$ cat src/tbwp_pkg.sv
package tbwp_pkg;

   // video memory: bytes, stored as 16-bit words so one read yields a tile row pair
   localparam int VRAM_BYTES = 8192;
   localparam int VRAM_AW    = $clog2(VRAM_BYTES);
   localparam int WORD_COUNT = VRAM_BYTES / 2;
   localparam int WORD_AW    = $clog2(WORD_COUNT);

   // work queue between front and back
   localparam int QUEUE_DEPTH = 2;
   localparam int QPTR_W      = $clog2(QUEUE_DEPTH);
   localparam int QCNT_W      = $clog2(QUEUE_DEPTH + 1);

   // configuration port
   localparam int CSR_AW = 5;
   localparam int CSR_DW = 32;
   localparam logic [2:0] REG_DISPLAY_CONTROL = 3'd0;
   localparam logic [2:0] REG_SCROLL_X        = 3'd1;
   localparam logic [2:0] REG_SCROLL_Y        = 3'd2;
   localparam logic [2:0] REG_WINDOW_TOP      = 3'd3;
   localparam logic [2:0] REG_BG_PALETTE      = 3'd4;
   localparam logic [7:0] BG_PALETTE_RESET    = 8'd27;

   // request codes on req_type
   localparam logic REQ_WRITE  = 1'b0;
   localparam logic REQ_RENDER = 1'b1;

   // display_control bits
   localparam int CTRL_WIN_MAP   = 6;
   localparam int CTRL_WIN_ON    = 5;
   localparam int CTRL_TILE_MODE = 4;
   localparam int CTRL_BG_MAP    = 3;
   localparam int CTRL_BG_ON     = 0;

   localparam logic [7:0] WINDOW_LINES = 8'd144;
   // tile maps start at offset 0x1800: top two address bits set
   localparam logic [1:0] MAP_BASE_HI  = 2'b11;

   // job kinds
   localparam logic [1:0] KIND_WRITE  = 2'd0;
   localparam logic [1:0] KIND_RENDER = 2'd1;
   localparam logic [1:0] KIND_BLANK  = 2'd2;

   typedef struct packed {
      logic [7:0] display_control;
      logic [7:0] scroll_x;
      logic [7:0] scroll_y;
      logic [7:0] window_top;
      logic [7:0] bg_palette;
   } cfg_type;

   // addr is the write offset for writes, the tile map byte address for renders
   typedef struct packed {
      logic [1:0]         kind;
      logic [VRAM_AW-1:0] addr;
      logic [7:0]         data;
      logic [2:0]         cy_lo;
      logic [2:0]         cx_lo;
   } job_type;

   function automatic logic [23:0] shade_rgb(input logic [1:0] shade);
      logic [23:0] rgb;
      case (shade)
         2'd0:    rgb = 24'hFFFFFF;
         2'd1:    rgb = 24'hC0C0C0;
         2'd2:    rgb = 24'h808080;
         default: rgb = 24'h000000;
      endcase
      return rgb;
   endfunction

endpackage

$ cat src/tbwp_front.sv
module tbwp_front (
   input  tbwp_pkg::cfg_type                cfg,
   input  logic                             start,
   input  logic                             queue_full,
   input  logic                             req_type,
   input  logic [tbwp_pkg::VRAM_AW-1:0]     req_vram_offset,
   input  logic [7:0]                       req_vram_byte,
   input  logic [7:0]                       req_screen_line,
   input  logic [7:0]                       req_screen_column,
   output logic                             busy,
   output logic                             push,
   output tbwp_pkg::job_type                job
);

   logic [7:0] line_rel;
   logic       in_window;
   logic [7:0] cx;
   logic [7:0] cy;
   logic       map_sel;

   assign busy = queue_full;
   assign push = start && !queue_full;

   assign line_rel  = req_screen_line - cfg.window_top;
   assign in_window = cfg.display_control[tbwp_pkg::CTRL_WIN_ON]
                      && (req_screen_line >= cfg.window_top)
                      && (line_rel < tbwp_pkg::WINDOW_LINES);

   always_comb begin
      if (in_window) begin
         cx      = req_screen_column;
         cy      = line_rel;
         map_sel = cfg.display_control[tbwp_pkg::CTRL_WIN_MAP];
      end else begin
         // background wraps at 256
         cx      = req_screen_column + cfg.scroll_x;
         cy      = req_screen_line + cfg.scroll_y;
         map_sel = cfg.display_control[tbwp_pkg::CTRL_BG_MAP];
      end
   end

   always_comb begin
      job.data  = req_vram_byte;
      job.cy_lo = cy[2:0];
      job.cx_lo = cx[2:0];
      if (req_type == tbwp_pkg::REQ_WRITE) begin
         job.kind = tbwp_pkg::KIND_WRITE;
         job.addr = req_vram_offset;
      end else begin
         job.addr = {tbwp_pkg::MAP_BASE_HI, map_sel, cy[7:3], cx[7:3]};
         if (in_window || cfg.display_control[tbwp_pkg::CTRL_BG_ON]) begin
            job.kind = tbwp_pkg::KIND_RENDER;
         end else begin
            job.kind = tbwp_pkg::KIND_BLANK;
         end
      end
   end

endmodule

$ cat config.mk
export PLATFORM = sky130hd
export DESIGN_NAME = tbwp_front
export DESIGN_NICKNAME = d
export VERILOG_FILES = /design/src/tbwp_pkg.sv /design/src/tbwp_front.sv
export SDC_FILE = /design/constraint.sdc
export NUM_CORES = 1
export LEC_CHECK = 0
export ABC_AREA = 1
export BUFFER_PORTS_ARGS = -buffer_cell sky130_fd_sc_hd__buf_2
export CAP_MARGIN = 20
export CORE_MARGIN = 2
export CORE_UTILIZATION = 35
export DETAILED_ROUTE_END_ITERATION = 8
export GPL_ROUTABILITY_DRIVEN = 0
export PLACE_DENSITY = 0.69
export SYNTH_ARGS = -nofsm -noshare
export SYNTH_HDL_FRONTEND = slang
export SYNTH_SLANG_ARGS = --single-unit
$ cat constraint.sdc
create_clock -name vclk -period 4.3
set_input_delay 0.86 -clock vclk [all_inputs]
set_output_delay 0.86 -clock vclk [all_outputs]
set_load 0.1 [all_outputs]
==> flow_metrics.env <==
export IMPL_peakVddDrop_uv=191.9
export IMPL_fin_nets=440
export IMPL_start_util=0.3657
export IMPL_relSlewSlack=0.6763
export IMPL_p_total_mw=0.5856
export IMPL_syn_area_mm2=0.001463
export IMPL_ios=111
export IMPL_required_ps=3440
export IMPL_grt_pass1_vias=1622
export IMPL_crit_slowest_cell="fa_1"
export IMPL_syn_nets=367
export IMPL_p_comb_frac=1.000
export IMPL_area_growth_pct=47.39
export IMPL_routed_wl_um=3828
export IMPL_die_area_mm2=0.004712
export IMPL_slowest_delay_ps=410
export IMPL_critical_path_buf_inv_count=5
export IMPL_fmax_ghz=0.2526
export IMPL_drc=0
export IMPL_final_hold_viol_count=0
export IMPL_drv_slew=0
export IMPL_num_rows=23
export IMPL_power_switching_mw=0.3790
export IMPL_syn_avg_cell_area_um2=5.583
export IMPL_pwr_share_seq=0
export IMPL_worstMarginPinSlew_ps=488.9
export IMPL_powerDensity_mw_per_mm2=271.7
export IMPL_drtPass1Iterations=4
export IMPL_wl_per_cell_um=9.995
export IMPL_switching_share=0.6472
export IMPL_cts_resized=0
export IMPL_cp_common_cell="nand2_1"
export IMPL_port_buffers=83
export IMPL_final_seq_area_um2=0
export IMPL_critPathLaunchType="primary input"
export IMPL_setup_viol=0
export IMPL_hpwlAfterDp_um=3317
export IMPL_coreArea_mm2=0.004000
export IMPL_hp_class="primary input to output port"
export IMPL_post_dp_cell_area_mm2=0.002156
export IMPL_critPathKind="primary input to output port"
export IMPL_die_w_um=68.65
export IMPL_cp_end_kind="output port"
export IMPL_crit_chain="buf_2 > inv_1 > ha_1 > inv_1 > fa_1 > nand2_1 > nand2_1 > nand2_1 > xor2_1 > nand3_1 > nand2_2 > nand2_4 > inv_2 > nand2_1 > o21ai_1 > buf_12"
export IMPL_syn_inst=262
export IMPL_cts_setup_buffers=0
export IMPL_layout_common_cells="nand2_1, buf_2, inv_1"
export IMPL_power_frac_clock=0
export IMPL_final_common_cell="nand2_1"
export IMPL_critical_path_top_delay_family="simple AND/OR/NAND/NOR gates"
export IMPL_p_leak_nw=1.322
export IMPL_dr_first_iter_drc_count=40
export IMPL_fillers=402
export IMPL_yosysSeqAreaShare=0
export IMPL_status="finished clean"
export IMPL_diodes=0
export IMPL_ctsHoldBuffers=0
export IMPL_grt_usage=0.1655
export IMPL_netlist_cell_type_count=25
export IMPL_worst_path_max_fanout=17
export IMPL_ys_warn_count=0
export IMPL_seq_cells=0
export IMPL_rsz0062_at_grt="false"
export IMPL_grt_pass1_wl_um=6251
export IMPL_p_int_mw=0.2066
export IMPL_vias=1752
export IMPL_ant_nets=0
export IMPL_design_area_mm2=0.002156
export IMPL_via_per_inst=4.574
export IMPL_fp_dieH_um=68.65
export IMPL_period_needed_ps=3958
export IMPL_clockBufferCount=0
export IMPL_drive_above_1_share=0.2853
export IMPL_grt_overflow=0
export IMPL_grt_max_degree=18
export IMPL_cap_violations=0
export IMPL_fin_crit_sh=0.9206
export IMPL_arrival_ps=3100
export IMPL_fin_util=0.5389
export IMPL_antenna_found_initial=0
==> power groups by stage <==
stage	Sequential, mW	Clock [mW]	Combinational [mW]
floorplan	0	0	0.431
global placement	0	0	0.583
detailed placement	0	0	0.588
CTS	0	0	0.590
global route	0	0	0.628
finish	0	0	0.586
==> metal layers <==
layer | up-vias | global-route usage | share of wire | wire length [um]
met2 | 49 | 0.3486 | 0.51 | 1949
met5 | - | 0 | 0 | 0
li1 | 962 | - | - | -
met4 | 0 | 0.005000 | 0 | 0
met3 | 0 | 0.01136 | 0.071 | 271
met1 | 741 | 0.1850 | 0.42 | 1607
==> layout make-up <==
class | count | area [um^2] | share of cell area
inverter | 48 | 180.2 | 0.08358
tap | 50 | 62.56 | 0.02902
multi-input combinational | 200 | 1197 | 0.5554
timing repair buffer | 85 | 715.7 | 0.3320
==> per-stage QoR <==
stage               TNS, ps  setup slack [ps]  cells  hold slack (ps)
floorplan            -449.1            -171.6    262             1904
global placement          0             380.5    383             1721
CTS                       0             312.6    383             1721
finish                    0             341.5    383             1720
global route              0             64.49    383             1720
detailed placement        0             318.6    383             1721
==> worst paths after layout <==
check / startpoint / cells after the start / end / slack (ps)
worst max-delay path: req_screen_line[0] / 16 / job[1] / 340
worst min-delay path: req_vram_byte[4] / 0 / job[10] / 1720
==> Yosys cell counts, types with 4 or more instances <==
library cell / count / area (um^2)
nor2_1: 7 / 26.28
nand2_1: 86 / 322.8
xor2_1: 10 / 87.58
nand3_1: 36 / 180.2
inv_1: 47 / 176.4
buf_4: 10 / 75.07
a21oi_1: 9 / 45.04
ha_1: 22 / 275.3
xnor2_1: 4 / 35.03
==> cells by family after synthesis <==
group | synth area share
simple gates | 0.4132
buf+inv | 0.1916
fa+ha+maj | 0.2293
compound gates | 0.08211
xor+xnor | 0.08383
Power figures use the tool's default switching activity.
