--- src/tbwp_pkg.sv ---
package tbwp_pkg;

   // video memory: bytes, stored as 16-bit words so one read yields a tile row pair
   localparam int VRAM_BYTES = 8192;
   localparam int VRAM_AW    = $clog2(VRAM_BYTES);
   localparam int WORD_COUNT = VRAM_BYTES / 2;
   localparam int WORD_AW    = $clog2(WORD_COUNT);

   // work queue between front and back
   localparam int QUEUE_DEPTH = 2;
   localparam int QPTR_W      = $clog2(QUEUE_DEPTH);
   localparam int QCNT_W      = $clog2(QUEUE_DEPTH + 1);

   // configuration port
   localparam int CSR_AW = 5;
   localparam int CSR_DW = 32;
   localparam logic [2:0] REG_DISPLAY_CONTROL = 3'd0;
   localparam logic [2:0] REG_SCROLL_X        = 3'd1;
   localparam logic [2:0] REG_SCROLL_Y        = 3'd2;
   localparam logic [2:0] REG_WINDOW_TOP      = 3'd3;
   localparam logic [2:0] REG_BG_PALETTE      = 3'd4;
   localparam logic [7:0] BG_PALETTE_RESET    = 8'd27;

   // request codes on req_type
   localparam logic REQ_WRITE  = 1'b0;
   localparam logic REQ_RENDER = 1'b1;

   // display_control bits
   localparam int CTRL_WIN_MAP   = 6;
   localparam int CTRL_WIN_ON    = 5;
   localparam int CTRL_TILE_MODE = 4;
   localparam int CTRL_BG_MAP    = 3;
   localparam int CTRL_BG_ON     = 0;

   localparam logic [7:0] WINDOW_LINES = 8'd144;
   // tile maps start at offset 0x1800: top two address bits set
   localparam logic [1:0] MAP_BASE_HI  = 2'b11;

   // job kinds
   localparam logic [1:0] KIND_WRITE  = 2'd0;
   localparam logic [1:0] KIND_RENDER = 2'd1;
   localparam logic [1:0] KIND_BLANK  = 2'd2;

   typedef struct packed {
      logic [7:0] display_control;
      logic [7:0] scroll_x;
      logic [7:0] scroll_y;
      logic [7:0] window_top;
      logic [7:0] bg_palette;
   } cfg_type;

   // addr is the write offset for writes, the tile map byte address for renders
   typedef struct packed {
      logic [1:0]         kind;
      logic [VRAM_AW-1:0] addr;
      logic [7:0]         data;
      logic [2:0]         cy_lo;
      logic [2:0]         cx_lo;
   } job_type;

   function automatic logic [23:0] shade_rgb(input logic [1:0] shade);
      logic [23:0] rgb;
      case (shade)
         2'd0:    rgb = 24'hFFFFFF;
         2'd1:    rgb = 24'hC0C0C0;
         2'd2:    rgb = 24'h808080;
         default: rgb = 24'h000000;
      endcase
      return rgb;
   endfunction

endpackage

--- src/tbwp_csr.sv ---
module tbwp_csr (
   input  logic                         clock,
   input  logic                         reset,
   input  logic                         psel,
   input  logic                         penable,
   input  logic                         pwrite,
   input  logic [tbwp_pkg::CSR_AW-1:0]  paddr,
   input  logic [tbwp_pkg::CSR_DW-1:0]  pwdata,
   output logic [tbwp_pkg::CSR_DW-1:0]  prdata,
   output logic                         pready,
   output tbwp_pkg::cfg_type            cfg
);

   tbwp_pkg::cfg_type cfg_ff;
   logic [2:0]        reg_idx;
   logic              wr_en;
   logic [7:0]        rd_byte;

   assign reg_idx = paddr[4:2];
   assign pready  = 1'b1;
   assign wr_en   = psel && penable && pwrite && pready;

   always_ff @(posedge clock) begin
      if (reset) begin
         cfg_ff.display_control <= '0;
         cfg_ff.scroll_x        <= '0;
         cfg_ff.scroll_y        <= '0;
         cfg_ff.window_top      <= '0;
         cfg_ff.bg_palette      <= tbwp_pkg::BG_PALETTE_RESET;
      end else if (wr_en) begin
         unique case (reg_idx)
            tbwp_pkg::REG_DISPLAY_CONTROL: cfg_ff.display_control <= pwdata[7:0];
            tbwp_pkg::REG_SCROLL_X:        cfg_ff.scroll_x        <= pwdata[7:0];
            tbwp_pkg::REG_SCROLL_Y:        cfg_ff.scroll_y        <= pwdata[7:0];
            tbwp_pkg::REG_WINDOW_TOP:      cfg_ff.window_top      <= pwdata[7:0];
            tbwp_pkg::REG_BG_PALETTE:      cfg_ff.bg_palette      <= pwdata[7:0];
            default: ;
         endcase
      end
   end

   always_comb begin
      unique case (reg_idx)
         tbwp_pkg::REG_DISPLAY_CONTROL: rd_byte = cfg_ff.display_control;
         tbwp_pkg::REG_SCROLL_X:        rd_byte = cfg_ff.scroll_x;
         tbwp_pkg::REG_SCROLL_Y:        rd_byte = cfg_ff.scroll_y;
         tbwp_pkg::REG_WINDOW_TOP:      rd_byte = cfg_ff.window_top;
         tbwp_pkg::REG_BG_PALETTE:      rd_byte = cfg_ff.bg_palette;
         default:                       rd_byte = '0;
      endcase
   end

   assign prdata = {{(tbwp_pkg::CSR_DW - 8){1'b0}}, rd_byte};
   assign cfg    = cfg_ff;

endmodule

--- config.mk ---
export PLATFORM = sky130hd
export DESIGN_NAME = tbwp_csr
export DESIGN_NICKNAME = d
export VERILOG_FILES = /design/src/tbwp_pkg.sv /design/src/tbwp_csr.sv
export SDC_FILE = /design/constraint.sdc
export NUM_CORES = 1
export LEC_CHECK = 0
export BUFFER_PORTS_ARGS = -buffer_cell sky130_fd_sc_hd__buf_2
export CAP_MARGIN = 20
export CORE_ASPECT_RATIO = 1.5
export CORE_MARGIN = 1.5
export CORE_UTILIZATION = 45
export CTS_CLUSTER_DIAMETER = 30
export DETAILED_ROUTE_END_ITERATION = 10
export PLACE_DENSITY = 0.91
export SETUP_SLACK_MARGIN = 0.3
export SLEW_MARGIN = 10
export SYNTH_ARGS = -nofsm -noshare
export SYNTH_HDL_FRONTEND = slang
export SYNTH_SLANG_ARGS = --single-unit
--- constraint.sdc ---
create_clock -name clock -period 2.65 [get_ports clock]
set_input_delay 0.1325 -clock clock [delete_from_list [all_inputs] [get_ports clock]]
set_output_delay 0.1325 -clock clock [all_outputs]
set_load 0.02 [all_outputs]
==> metrics <==
Synth Area in XOR/XNOR 0%; DIE AREA between 5000 and 6000 um^2; core area about 4600 um^2; CP Buf/Inv Count 2; via count around 1700; synth top area cells dfxtp_1 (37%), mux2i_1 (18%), nand2b_1 (13%); wire per inst 15.0 um; CP Launch Type input pin; most frequent cells in the layout buf_2 (63), nand2b_1 (44), mux2i_1 (40), dfxtp_1 (40), conb_1 (25); gpl congestion 0.725; vias per std cell 5.12; WP data required 2520 ps; post-CTS setup buffer count 0; skew final 0 ps; CP endpoint kind primary output; first-pass GRT wire length 7940 um; simple logic cell fraction of the synthesized area between 20% and 30%; vias in the first global route 1610; count of final setup violators 0; Top FF cell, synth dfxtp_1; Longest Clk Path Bufs 2; ANT cells 0; biggest area consumer among synthesized cells dfxtp_1; Tot Pwr 0.00116 W; register bit count reported by yosys 40; post-synthesis sequential area ratio 36.8%; Hold Crit Class in -> reg; Period minus WS final 1710 ps; Filler cells ~450; post_cts resized 0; RSZ-0062 raised after global routing no; I/O pin total 115; chip width 59.8 um; Slowest cell on crit path nor2b_1; CTS clk-pin slew, worst paths 70 ps; Least-Margin Pin Slew 680 ps; Port Buffers 63; antenna violations before repair 0; most common cell after layout, fill and taps aside buf_2; pwr dens 468 nW/um^2; Slew HR 54.6%; P_leak 1.29 nW; Max H-tree Level 2; Syn. warnings 0; critical path class in -> out; syn_area_per_cell 9.88 um^2; Data arrival, critical path 1570 ps; combinational family with the most area after synthesis multiplexers; outcome finished clean; VDD IR max 305 uV; WL final 5110 um; clk root buf clkbuf_8; TritonCTS Sinks 40; Clk Latency, worst-skew pair 290 ps; Synth Instances 220; Detail Route Antenna Nets 0; Pre-antenna DRT Iters 5; global-route usage over all layers 20.2%; # Max-Cap Violations 0; mux cell area share after synthesis 22.6%; DRC 0; Peak Freq 586 MHz; layout cells sized above 1 31.2%; FP Rows 30; Worst path max stage delay 550 ps; Top delay family on crit path simple AND/OR/NAND/NOR gates; total gr overflow 0; initial core utilization a little under half; final hold vios 0; Die Y 88.1 um; largest net degree at the start of global routing 53; adder and majority cell fraction of the synthesized area 0%; Crit Path Max Fanout 16; CP dominant cell by count buf_2; Final Max Tran Viols 0; Compound-Gate Fraction of Synth Area under 10%; CTS Hold Bufs 0; Synth-to-Final Area Change 14.4%; post-route clock period utilization 64.4%; CTS tree yes; Cell Area, Synth between 2000 and 2500 um^2; setup_tns 0 ps; Post-synth EDFFs 0; TritonCTS buffer count 5; top-area cell type share of the netlist area 36.8%; hpwl dp 3710 um; # nets final 317; post-synth cell types 29; initial drt markers 42; ys async rst share 0%; worst-path cell chain buf_2, nor2b_1, a22oi_1, o22ai_1, buf_2; max reg flops 40
[worst register-to-register path: stages, from the launching register on]
cell,delay (ps)
dfxtp_1,410
nor2_1,70
mux2i_1,130
[layout make-up]
| class | count | area [um^2] | share of cell area (%) |
|---|---|---|---|
| Timing Repair Buffer | 63 | 315 | 12.7 |
| Multi-Input combinational cell | 164 | 1190 | 48.0 |
| Sequential cell | 40 | 801 | 32.2 |
| Inverter | 1 | 3.75 | 0.151 |
| Clock inverter | 2 | 10.0 | 0.402 |
| Tap cell | 64 | 80.1 | 3.22 |
| Clock buffer | 6 | 82.6 | 3.32 |
[synth_stat cells (2+ instances only)]
library cell and instances:
clkbuf_1 7, buf_6 3, nand3_2 2, conb_1 2, nor2_1 8, o22ai_1 8
mux2i_1 40, mux2_2 8, buf_4 25, a22oi_1 14, dfxtp_1 40, and3_1 3
nand2b_1 44
[path summary, 6_finish.rpt]
kind / from / to / slack (ps) / cells past startpoint
min reg2reg: cfg[20] / cfg[20] / 490 / 2
max: paddr[4] / prdata[1] / 940 / 5
min: pwdata[4] / cfg[4] / 120 / 3
max reg2reg: cfg[3] / cfg[3] / 1980 / 2
[routing by layer]
| metal | track usage, % | vias to the layer above | routed length, um |
|---|---|---|---|
| met5 | 0 | - | 0 |
| met4 | 8.08 | 0 | 111 |
| met3 | 3.84 | 9 | 295 |
| met2 | 35.6 | 86 | 2700 |
| met1 | 23.3 | 830 | 2010 |
| li1 | - | 815 | - |
[power by group]
| part | internal (W) | leakage [nW] | total, W | switching, W |
|---|---|---|---|---|
| logic | 0.0000408 | 0.914 | 0.000139 | 0.0000984 |
| registers | 0.000605 | 0.323 | 0.000609 | 0.00000352 |
| clock network | 0.000208 | 0.0510 | 0.000415 | 0.000207 |
[per-stage QoR]
step	utilization, %	worst slack [ps]	hold WS [ps]	cell area [um^2]	cells
floorplan	-	1460	300	2260	243
global placement	52.3	1010	405	2390	332
detailed placement	52.3	980	425	2390	332
CTS	54.3	975	119	2490	340
global route	54.3	818	124	2490	340
finish	54.3	943	119	2490	340
[logic make-up (layout without fill, tap and decap cells)]
group | count (synthesis) | count (layout)
buf+inv | 39 | 72
other cells | 2 | 25
compound gates | 24 | 24
flops | 40 | 40
mux | 48 | 48
simple gates | 67 | 67
Note: power is estimated with default switching activity, not from simulation.
