`src/tbwp_pkg.sv`:
```
package tbwp_pkg;

   // video memory: bytes, stored as 16-bit words so one read yields a tile row pair
   localparam int VRAM_BYTES = 8192;
   localparam int VRAM_AW    = $clog2(VRAM_BYTES);
   localparam int WORD_COUNT = VRAM_BYTES / 2;
   localparam int WORD_AW    = $clog2(WORD_COUNT);

   // work queue between front and back
   localparam int QUEUE_DEPTH = 2;
   localparam int QPTR_W      = $clog2(QUEUE_DEPTH);
   localparam int QCNT_W      = $clog2(QUEUE_DEPTH + 1);

   // configuration port
   localparam int CSR_AW = 5;
   localparam int CSR_DW = 32;
   localparam logic [2:0] REG_DISPLAY_CONTROL = 3'd0;
   localparam logic [2:0] REG_SCROLL_X        = 3'd1;
   localparam logic [2:0] REG_SCROLL_Y        = 3'd2;
   localparam logic [2:0] REG_WINDOW_TOP      = 3'd3;
   localparam logic [2:0] REG_BG_PALETTE      = 3'd4;
   localparam logic [7:0] BG_PALETTE_RESET    = 8'd27;

   // request codes on req_type
   localparam logic REQ_WRITE  = 1'b0;
   localparam logic REQ_RENDER = 1'b1;

   // display_control bits
   localparam int CTRL_WIN_MAP   = 6;
   localparam int CTRL_WIN_ON    = 5;
   localparam int CTRL_TILE_MODE = 4;
   localparam int CTRL_BG_MAP    = 3;
   localparam int CTRL_BG_ON     = 0;

   localparam logic [7:0] WINDOW_LINES = 8'd144;
   // tile maps start at offset 0x1800: top two address bits set
   localparam logic [1:0] MAP_BASE_HI  = 2'b11;

   // job kinds
   localparam logic [1:0] KIND_WRITE  = 2'd0;
   localparam logic [1:0] KIND_RENDER = 2'd1;
   localparam logic [1:0] KIND_BLANK  = 2'd2;

   typedef struct packed {
      logic [7:0] display_control;
      logic [7:0] scroll_x;
      logic [7:0] scroll_y;
      logic [7:0] window_top;
      logic [7:0] bg_palette;
   } cfg_type;

   // addr is the write offset for writes, the tile map byte address for renders
   typedef struct packed {
      logic [1:0]         kind;
      logic [VRAM_AW-1:0] addr;
      logic [7:0]         data;
      logic [2:0]         cy_lo;
      logic [2:0]         cx_lo;
   } job_type;

   function automatic logic [23:0] shade_rgb(input logic [1:0] shade);
      logic [23:0] rgb;
      case (shade)
         2'd0:    rgb = 24'hFFFFFF;
         2'd1:    rgb = 24'hC0C0C0;
         2'd2:    rgb = 24'h808080;
         default: rgb = 24'h000000;
      endcase
      return rgb;
   endfunction

endpackage

```
`src/tbwp_queue.sv`:
```
module tbwp_queue (
   input  logic               clock,
   input  logic               reset,
   input  logic               push,
   input  tbwp_pkg::job_type  push_job,
   input  logic               pop,
   output logic               full,
   output logic               head_valid,
   output tbwp_pkg::job_type  head_job
);

   tbwp_pkg::job_type           slot_ff [tbwp_pkg::QUEUE_DEPTH];
   logic [tbwp_pkg::QPTR_W-1:0] wr_ptr_ff;
   logic [tbwp_pkg::QPTR_W-1:0] rd_ptr_ff;
   logic [tbwp_pkg::QCNT_W-1:0] count_ff;
   logic [tbwp_pkg::QCNT_W-1:0] count_in;
   logic                        do_push;
   logic                        do_pop;

   function automatic logic [tbwp_pkg::QPTR_W-1:0] next_ptr(
      input logic [tbwp_pkg::QPTR_W-1:0] ptr);
      logic [tbwp_pkg::QPTR_W-1:0] nxt;
      if (ptr == tbwp_pkg::QPTR_W'(tbwp_pkg::QUEUE_DEPTH - 1)) begin
         nxt = '0;
      end else begin
         nxt = ptr + 1'b1;
      end
      return nxt;
   endfunction

   assign full       = (count_ff == tbwp_pkg::QCNT_W'(tbwp_pkg::QUEUE_DEPTH));
   assign head_valid = (count_ff != '0);
   assign head_job   = slot_ff[rd_ptr_ff];
   assign do_push    = push && !full;
   assign do_pop     = pop && head_valid;

   always_comb begin
      count_in = count_ff;
      if (do_push && !do_pop) begin
         count_in = count_ff + 1'b1;
      end else if (do_pop && !do_push) begin
         count_in = count_ff - 1'b1;
      end
   end

   always_ff @(posedge clock) begin
      if (reset) begin
         wr_ptr_ff <= '0;
         rd_ptr_ff <= '0;
         count_ff  <= '0;
      end else begin
         count_ff <= count_in;
         if (do_push) begin
            wr_ptr_ff <= next_ptr(wr_ptr_ff);
         end
         if (do_pop) begin
            rd_ptr_ff <= next_ptr(rd_ptr_ff);
         end
      end
   end

   always_ff @(posedge clock) begin
      if (do_push) begin
         slot_ff[wr_ptr_ff] <= push_job;
      end
   end

endmodule

```
`config.mk`:
```
export PLATFORM = sky130hd
export DESIGN_NAME = tbwp_queue
export DESIGN_NICKNAME = d
export VERILOG_FILES = /design/src/tbwp_pkg.sv /design/src/tbwp_queue.sv
export SDC_FILE = /design/constraint.sdc
export NUM_CORES = 1
export LEC_CHECK = 0
export BUFFER_PORTS_ARGS = -buffer_cell sky130_fd_sc_hd__buf_2
export CAP_MARGIN = 20
export CORE_ASPECT_RATIO = 0.9
export CORE_MARGIN = 10
export CORE_UTILIZATION = 35
export CTS_BUF_LIST = sky130_fd_sc_hd__clkbuf_8
export DETAILED_ROUTE_END_ITERATION = 8
export PLACE_DENSITY = 0.57
export SLEW_MARGIN = 20
export SYNTH_ARGS = -nofsm -noshare
export SYNTH_HDL_FRONTEND = slang
export SYNTH_SLANG_ARGS = --single-unit
```
`constraint.sdc`:
```
create_clock -name clock -period 2.1 [get_ports clock]
set_input_delay 0.21 -clock clock [delete_from_list [all_inputs] [get_ports clock]]
set_output_delay 0.21 -clock clock [all_outputs]
set_load 0.03 [all_outputs]
```
==> flow_summary.html, run 1 <==
<table>
<tr><th>Metric</th><th>Value</th></tr>
<tr><th colspan="2">Outcome</th></tr>
<tr><td>Result of the run</td><td>finished, final reports clean</td></tr>
<tr><th colspan="2">Global routing</th></tr>
<tr><td>Global route overflow</td><td>0</td></tr>
<tr><td>Maximum number of pins on one net before global-route repair</td><td>22</td></tr>
<tr><td>All-Layer GR Usage</td><td>approximately a tenth</td></tr>
<tr><td>Antenna violations before repair</td><td>0</td></tr>
<tr><td>Wire length of the first global-routing pass</td><td>around 7400 um</td></tr>
<tr><td>Vias in the first global route</td><td>1393</td></tr>
<tr><th colspan="2">Synthesis</th></tr>
<tr><td>Summed instance area of the synthesized netlist</td><td>between 2000 and 2500 sq um</td></tr>
<tr><td>Largest family of logic cells by synthesized area</td><td>multiplexers</td></tr>
<tr><td>Dominant cell type by area after synthesis</td><td>sky130_fd_sc_hd__edfxtp_1</td></tr>
<tr><td>Synthesis warning total</td><td>0</td></tr>
<tr><td>Number of distinct library cells after synthesis</td><td>15</td></tr>
<tr><td>Net count after synthesis</td><td>149</td></tr>
<tr><td>Xor/xnor share of the synthesized area</td><td>under 10%</td></tr>
<tr><td>Mux share of post-synthesis cell area</td><td>between 10 and 15%</td></tr>
<tr><td>Top cells by area, synth</td><td>sky130_fd_sc_hd__edfxtp_1 75%, sky130_fd_sc_hd__mux2_2 14%, sky130_fd_sc_hd__dfxtp_1 4.3%, sky130_fd_sc_hd__xor2_1 1.1%, sky130_fd_sc_hd__o21ai_0 0.65%</td></tr>
<tr><td>Arithmetic-cell share of the synthesized area counting full adders, half adders and majority gates</td><td>0.5420%</td></tr>
<tr><td>Area share of the largest cell type after synthesis</td><td>75.45%</td></tr>
<tr><td>Compound-gate portion of the synthesized area</td><td>1.084%</td></tr>
<tr><td>Syn avg cell area</td><td>about 20 sq um</td></tr>
<tr><td>Simple-gate share of the synthesized area</td><td>2.114%</td></tr>
<tr><td>Synth Instances</td><td>115</td></tr>
<tr><td>Synth Register Bits</td><td>63</td></tr>
<tr><td>Portion of the post-synthesis area used by sequential elements</td><td>79.78%</td></tr>
<tr><th colspan="2">Power and ir drop</th></tr>
<tr><td>Leak</td><td>1.114 nW</td></tr>
<tr><td>Tot Pwr</td><td>around 3.7 mW</td></tr>
<tr><td>Pwr dens</td><td>1264 nW/um^2</td></tr>
<tr><td>Max IR drop VDD</td><td>0.6657 mV</td></tr>
<tr><th colspan="2">STA</th></tr>
<tr><td>Achievable clock frequency</td><td>0.5847 GHz</td></tr>
<tr><td>Total setup violations reported at the end of the flow</td><td>0</td></tr>
<tr><td>Unrepaired setup endpoints after global routing</td><td>no</td></tr>
<tr><td>Number of slew-limit violations in the final report</td><td>0</td></tr>
<tr><td>Setup ws final</td><td>around 0.39 ns</td></tr>
<tr><td>Post-layout minimum cycle time</td><td>1.710 ns</td></tr>
<tr><td>Final hold viol count</td><td>0</td></tr>
<tr><td>Slew @ Worst Pin</td><td>0.3146 ns</td></tr>
<tr><td>Maximum clock skew at final layout</td><td>0.005251 ns</td></tr>
<tr><td>Worst hold margin</td><td>0.07125 ns</td></tr>
<tr><td>Final-layout setup total negative slack</td><td>0 ns</td></tr>
<tr><td>Tcrit/Tclk final</td><td>between 80% and 90%</td></tr>
<tr><td>Relative slew slack</td><td>between 70% and 80%</td></tr>
<tr><th colspan="2">Clock network</th></tr>
<tr><td>CTS tree</td><td>done</td></tr>
<tr><td>Depth of the CTS H-tree</td><td>3</td></tr>
<tr><td>Inserted Clock Buffers</td><td>9</td></tr>
<tr><td>Post-CTS Resized</td><td>0</td></tr>
<tr><td>Source-to-sink clock delay at the later pin of the worst-skew pair</td><td>roughly 0.33 ns</td></tr>
<tr><td>CTS max path bufs</td><td>2</td></tr>
<tr><td>CTS root buf</td><td>sky130_fd_sc_hd__clkbuf_8</td></tr>
<tr><td>Clock-pin slew reported for the worst setup and hold paths after clock tree synthesis</td><td>~0.060 ns</td></tr>
<tr><td>CTS Hold Bufs</td><td>0</td></tr>
<tr><td>Buffers inserted during post-CTS setup optimization</td><td>0</td></tr>
<tr><td>CTS Sinks</td><td>63</td></tr>
<tr><th colspan="2">Drt</th></tr>
<tr><td>Total via count after detailed routing</td><td>1262</td></tr>
<tr><td>Routed wire length per instance</td><td>between 15 and 20 um</td></tr>
<tr><td>Wire length reported by the detailed router</td><td>between 4000 and 5000 um</td></tr>
<tr><td>Vias per cell</td><td>4.428</td></tr>
<tr><td>Number of violations reported at the end of detailed-routing iteration 0</td><td>58</td></tr>
<tr><td># DRC</td><td>0</td></tr>
<tr><td>Number of detailed-routing iterations run before antenna repair</td><td>4</td></tr>
<tr><td>Post-DRT Antenna Nets</td><td>0</td></tr>
<tr><th colspan="2">Final layout</th></tr>
<tr><td>Non-filler cells, final</td><td>285</td></tr>
<tr><td>Post-route design area</td><td>2905 sq um</td></tr>
<tr><td>Fraction of the core area covered by cells at the end of the flow</td><td>44.83%</td></tr>
<tr><td>Fraction of layout cells with a size suffix above 1</td><td>a little under three fifths</td></tr>
<tr><td>Total area of multi-input combinational cells</td><td>439.2 sq um</td></tr>
<tr><td>N_diodes</td><td>0</td></tr>
<tr><td>Area growth, synth to finish</td><td>25.85%</td></tr>
<tr><td>Final Net Count</td><td>between 200 and 250</td></tr>
<tr><td>Storage cell area</td><td>1842 sq um</td></tr>
<tr><td>Commonest cells after routing, fill and taps aside</td><td>63 x sky130_fd_sc_hd__buf_2, 58 x sky130_fd_sc_hd__edfxtp_1, 29 x sky130_fd_sc_hd__mux2_2, 9 x sky130_fd_sc_hd__clkbuf_8, 6 x sky130_fd_sc_hd__buf_4</td></tr>
<tr><td>Commonest non-fill, non-tap cell in the layout</td><td>sky130_fd_sc_hd__buf_2</td></tr>
<tr><td>Fill cell total of the finished layout</td><td>a little under 600</td></tr>
<tr><th colspan="2">Setup path</th></tr>
<tr><td>Slowest cell on crit path</td><td>sky130_fd_sc_hd__mux2_2</td></tr>
<tr><td>Classification of the worst setup path</td><td>flip-flop to output pin</td></tr>
<tr><td>Crit path max fanout</td><td>18</td></tr>
<tr><td>Startpoint class of the critical path</td><td>flip-flop</td></tr>
<tr><td>CP top delay family</td><td>buffers and inverters</td></tr>
<tr><td>Arr. time, crit path</td><td>1.50 ns</td></tr>
<tr><td>Maximum cell stage delay along the critical path</td><td>0.39 ns</td></tr>
<tr><td>Ordered list of cells on the worst path</td><td>buf_4 -&gt; mux2_2 -&gt; buf_2</td></tr>
<tr><td>Crit path capture type</td><td>output pin</td></tr>
<tr><td>Data required time of the worst path</td><td>1.89 ns</td></tr>
<tr><td>Buf+Inv Stages, Crit Path</td><td>2</td></tr>
<tr><th colspan="2">Placed design</th></tr>
<tr><td>Global placer's final weighted congestion</td><td>just over 0.7</td></tr>
<tr><td>Placed cell areas</td><td>2761 sq um</td></tr>
<tr><td>Count of input and output buffers</td><td>63</td></tr>
<tr><td>Number of cells after detailed placement</td><td>271</td></tr>
<tr><td>Worst setup timing slack at the placement stage</td><td>0.5577 ns</td></tr>
<tr><td>DP Wirelength</td><td>3458 um</td></tr>
<tr><th colspan="2">Die</th></tr>
<tr><td>I/O pin count</td><td>64</td></tr>
<tr><td>Core area</td><td>6481 sq um</td></tr>
<tr><td>Die X</td><td>105.6 um</td></tr>
<tr><td>Height of the die</td><td>97.05 um</td></tr>
<tr><td>Area enclosed by the die boundary</td><td>10250 sq um</td></tr>
<tr><td>Initial Utilization</td><td>approximately 36%</td></tr>
<tr><td>Site row count</td><td>28</td></tr>
<tr><th colspan="2">Min path</th></tr>
<tr><td>Worst min path class</td><td>input pin to flip-flop</td></tr>
<tr><th colspan="2">Flow run</th></tr>
<tr><td>Number of max-capacitance violations reported</td><td>0</td></tr>
</table>
[flip-flops by register name, indices dropped and copies added (netlist names), named ones only]
register / flops
wr_ptr_ff: 1
count_ff: 2
rd_ptr_ff: 1
slot_ff: 58
[metal layers]
metal / global-route usage [%] / wire (um) / part of all wire [%]
met2: 14.20 / 2113 / 45
met1: 10.84 / 2083 / 44
met5: 0 / 0 / 0
met3: 6.101 / 453 / 9.6
met4: 2.810 / 60 / 1.3
[logic make-up (layout without fill, tap and decap cells)]
group | count (synthesis) | in the layout
and+or+nand+nor | 9 | 9
AOI/OAI and AO/OA | 5 | 5
xor gates and xnor gates | 3 | 3
DFF | 63 | 63
muxes | 29 | 29
adders and majority gates | 1 | 1
buffers and inverters | 5 | 85
[cell type report]
type,instances,area share (%)
tap,90,3.876
multi-input combinational,47,15.12
timing repair buffer,69,12.40
clock inverter,5,0.6891
inverter,2,0.2584
sequential,63,63.39
clock buffer,9,4.264
[worst register-to-register path, stage by stage (launching register included)]
cell	delay (ns)
sky130_fd_sc_hd__dfxtp_1	0.36
sky130_fd_sc_hd__o21ai_0	0.30
sky130_fd_sc_hd__ha_1	0.33
sky130_fd_sc_hd__or3_1	0.35
sky130_fd_sc_hd__a21oi_1	0.14
[cell usage after synthesis]
cell type                  number
sky130_fd_sc_hd__inv_1          2
sky130_fd_sc_hd__o21ai_0        3
sky130_fd_sc_hd__nor2_1         4
sky130_fd_sc_hd__or2_2          1
sky130_fd_sc_hd__a21oi_1        2
sky130_fd_sc_hd__buf_4          2
sky130_fd_sc_hd__or3_1          2
sky130_fd_sc_hd__xor2_1         3
sky130_fd_sc_hd__and2_1         1
sky130_fd_sc_hd__buf_2          1
sky130_fd_sc_hd__edfxtp_1      58
sky130_fd_sc_hd__mux2_2        29
sky130_fd_sc_hd__nor2b_2        1
sky130_fd_sc_hd__dfxtp_1        5
sky130_fd_sc_hd__ha_1           1
[worst paths after layout]
kind	end	cells past startpoint	slack, ns	from
max	head_job[5]	3	0.39	flip-flop
min	slot_ff[0][0]	1	0.07	push_job[0]
max reg2reg	count_ff[1]	4	0.55	count_ff[0]
min reg2reg	wr_ptr_ff	2	0.49	wr_ptr_ff
[where the power goes]
part	switching (mW)	internal, mW	total [mW]
clock network	0.398	0.395	0.794
registers	0.0573	1.58	1.64
logic	0.797	0.442	1.24
(Power assumes the default switching activity.)
==> inputs of run 2 (changes only) <==
PLACE_DENSITY = 0.59   (was 0.57)
clock period = 1.4 ns   (was 2.1 ns; I/O delays follow)
==> flow_summary.html, run 2 (synthesis gave the netlist of run 1 again) <==
<table>
<tr><th>Metric</th><th>Value</th></tr>
<tr><th colspan="2">Outcome</th></tr>
<tr><td>Result of the run</td><td>finished, violations left</td></tr>
<tr><td>Failing checks</td><td>setup timing</td></tr>
<tr><th colspan="2">Setup path</th></tr>
<tr><td>R2R Setup Slk</td><td>-0.07 ns</td></tr>
<tr><td>Number of cell instances on the worst register-to-register path</td><td>4</td></tr>
<tr><td>Startpoint class of the critical path</td><td>flip-flop</td></tr>
<tr><td>Crit path capture type</td><td>output pin</td></tr>
<tr><td>Classification of the worst setup path</td><td>flip-flop to output pin</td></tr>
<tr><td>Arr. time, crit path</td><td>1.38 ns</td></tr>
<tr><td>Crit path max fanout</td><td>8</td></tr>
<tr><td>Data required time of the worst path</td><td>roughly 1.3 ns</td></tr>
<tr><th colspan="2">Final layout</th></tr>
<tr><td>Regs by FF count</td><td>slot_ff x58, count_ff x2</td></tr>
<tr><td>Post-route design area</td><td>3671 sq um</td></tr>
<tr><td>Fraction of layout cells with a size suffix above 1</td><td>55.70%</td></tr>
<tr><td>Non-filler cells, final</td><td>between 300 and 400</td></tr>
<tr><td>Fill cell total of the finished layout</td><td>515</td></tr>
<tr><td>N_diodes</td><td>0</td></tr>
<tr><td>Final Net Count</td><td>258</td></tr>
<tr><td>Commonest cells after routing, fill and taps aside</td><td>58 x sky130_fd_sc_hd__edfxtp_1, 33 x sky130_fd_sc_hd__buf_2, 33 x sky130_fd_sc_hd__buf_6, 29 x sky130_fd_sc_hd__mux2_4, 26 x sky130_fd_sc_hd__dlygate4sd3_1</td></tr>
<tr><td>Commonest non-fill, non-tap cell in the layout</td><td>sky130_fd_sc_hd__edfxtp_1</td></tr>
<tr><td>Number of flip-flops under the largest register name</td><td>58</td></tr>
<tr><td>Reg with most FFs</td><td>slot_ff</td></tr>
<tr><td>Area growth, synth to finish</td><td>59.02%</td></tr>
<tr><th colspan="2">Placed design</th></tr>
<tr><td>Worst setup timing slack at the placement stage</td><td>-0.1014 ns</td></tr>
<tr><td>Placed cell areas</td><td>2824 sq um</td></tr>
<tr><td>DP Wirelength</td><td>roughly 3400 um</td></tr>
<tr><td>Count of input and output buffers</td><td>between 60 and 70</td></tr>
<tr><td>Number of cells after detailed placement</td><td>~270</td></tr>
<tr><td>Global placer's final weighted congestion</td><td>0.6607</td></tr>
<tr><th colspan="2">Clock network</th></tr>
<tr><td>Inserted Clock Buffers</td><td>9</td></tr>
<tr><td>Clock-pin slew reported for the worst setup and hold paths after clock tree synthesis</td><td>approximately 0.06 ns</td></tr>
<tr><td>CTS Sinks</td><td>63</td></tr>
<tr><td>Source-to-sink clock delay at the later pin of the worst-skew pair</td><td>0.33 ns</td></tr>
<tr><td>CTS tree</td><td>done</td></tr>
<tr><td>CTS root buf</td><td>sky130_fd_sc_hd__clkbuf_8</td></tr>
<tr><td>Depth of the CTS H-tree</td><td>3</td></tr>
<tr><td>CTS max path bufs</td><td>2</td></tr>
<tr><th colspan="2">Min path</th></tr>
<tr><td>Hold-critical path depth</td><td>1</td></tr>
<tr><td>Worst min path class</td><td>input pin to flip-flop</td></tr>
<tr><th colspan="2">Power and ir drop</th></tr>
<tr><td>Pwr dens</td><td>about 1900 nW/um^2</td></tr>
<tr><td>Leak</td><td>1.451 nW</td></tr>
<tr><td>Max IR drop VDD</td><td>1.096 mV</td></tr>
<tr><td>Tot Pwr</td><td>6.859 mW</td></tr>
<tr><th colspan="2">STA</th></tr>
<tr><td>Number of slew-limit violations in the final report</td><td>0</td></tr>
<tr><td>Unrepaired setup endpoints after global routing</td><td>yes</td></tr>
<tr><td>Achievable clock frequency</td><td>0.6572 GHz</td></tr>
<tr><td>Total setup violations reported at the end of the flow</td><td>59</td></tr>
<tr><td>Relative slew slack</td><td>87.96%</td></tr>
<tr><td>Maximum clock skew at final layout</td><td>about 0.0028 ns</td></tr>
<tr><td>Final hold viol count</td><td>0</td></tr>
<tr><td>Setup ws final</td><td>-0.1216 ns</td></tr>
<tr><td>Slew @ Worst Pin</td><td>0.1794 ns</td></tr>
<tr><td>Post-layout minimum cycle time</td><td>between 1.5 and 2 ns</td></tr>
<tr><td>Tcrit/Tclk final</td><td>108.7%</td></tr>
<tr><th colspan="2">Flow run</th></tr>
<tr><td>Number of max-capacitance violations reported</td><td>0</td></tr>
<tr><th colspan="2">Global routing</th></tr>
<tr><td>All-Layer GR Usage</td><td>10.36%</td></tr>
<tr><td>Global route overflow</td><td>0</td></tr>
<tr><td>Wire length of the first global-routing pass</td><td>8197 um</td></tr>
<tr><td>Maximum number of pins on one net before global-route repair</td><td>30</td></tr>
<tr><td>Vias in the first global route</td><td>about 1.6k</td></tr>
<tr><td>Antenna violations before repair</td><td>0</td></tr>
<tr><th colspan="2">Die</th></tr>
<tr><td>Site row count</td><td>28</td></tr>
<tr><td>Area enclosed by the die boundary</td><td>between 10000 and 15000 sq um</td></tr>
<tr><td>Die X</td><td>105.6 um</td></tr>
<tr><td>Height of the die</td><td>97.05 um</td></tr>
<tr><td>Initial Utilization</td><td>approximately 36%</td></tr>
<tr><td>I/O pin count</td><td>between 60 and 70</td></tr>
<tr><td>Core area</td><td>6481 sq um</td></tr>
<tr><th colspan="2">Drt</th></tr>
<tr><td>Vias per cell</td><td>4.384</td></tr>
<tr><td>Number of violations reported at the end of detailed-routing iteration 0</td><td>27</td></tr>
<tr><td># DRC</td><td>0</td></tr>
<tr><td>Number of detailed-routing iterations run before antenna repair</td><td>4</td></tr>
<tr><td>Post-DRT Antenna Nets</td><td>0</td></tr>
<tr><td>Total via count after detailed routing</td><td>1394</td></tr>
<tr><td>Wire length reported by the detailed router</td><td>5353 um</td></tr>
<tr><td>Routed wire length per instance</td><td>about 17 um</td></tr>
</table>
## run 2: cell types whose count changed in the layout (fill, tap and decap cells not counted), moves of 3 or more
cell                            previous run  this run
sky130_fd_sc_hd__buf_6                     0        33
sky130_fd_sc_hd__dfxtp_1                   5         2
sky130_fd_sc_hd__buf_12                    0         3
sky130_fd_sc_hd__dlygate4sd3_1             0        26
sky130_fd_sc_hd__buf_4                     6         3
sky130_fd_sc_hd__buf_2                    63        33
sky130_fd_sc_hd__mux2_2                   29         0
sky130_fd_sc_hd__mux2_4                    0        29
## run 2: metrics by stage
stage               utilization [%]  hold slack (ns)  TNS (ns)
finish                        56.64          0.02031    -4.301
floorplan                         -           0.2017    -4.798
detailed placement            43.57           0.3316   -0.6595
CTS                           55.46         0.001858    -5.897
global placement              43.57           0.3307         0
global route                  56.64         0.009995    -6.990
## run 2: where the power goes
group | internal, mW | leakage, nW | switching [mW]
logic | 1.50 | 0.775 | 1.41
clock network | 0.789 | 0.0914 | 0.639
registers | 2.39 | 0.585 | 0.129
## run 2: per-layer routing
metal  vias to the layer above  track usage, %  part of all wire [%]
met5                         -               0                     0
met4                         0           5.931                   2.2
met3                        13           4.111                   7.2
met2                        54           16.83                    48
met1                       665           11.23                    42
li1                        662               -                     -
## run 2: final timing paths
| path | startpoint | to |
|---|---|---|
| hold reg to reg | rd_ptr_ff | flip-flop |
| hold / removal | push_job[22] | slot_ff[1][22] |
| setup reg to reg | count_ff[1] | slot_ff[0][28] |
| setup / recovery | flip-flop | head_job[23] |
## run 2: cell type report
type                    instances  area (sq um)  area share (%)
well taps                      90         112.6           3.067
clock inverters                 6         53.80           1.466
clock buffers                   9         123.9           3.374
multi-input cells              47         571.8           15.58
repair buffers                101         947.2           25.80
inverters                       2         11.26          0.3067
flip-flops and latches         63          1851           50.41
## run 2: what timing repair did
item | CTS | global route
cloned | 2 | 1
pin swaps | 2 | 0
hold buffers | 26 | 0
setup endpoints to repair | 60 | 59
gates resized for setup | 75 | 35
buffers inserted | 4 | 0
endpoints found under the hold margin | 52 | 0
## run 2: critical path, cell delays in order, from the launching register on
cell and delay, ns:
sky130_fd_sc_hd__dfxtp_4 0.42, sky130_fd_sc_hd__buf_8 0.17, sky130_fd_sc_hd__mux2_4 0.32, sky130_fd_sc_hd__buf_6 0.14
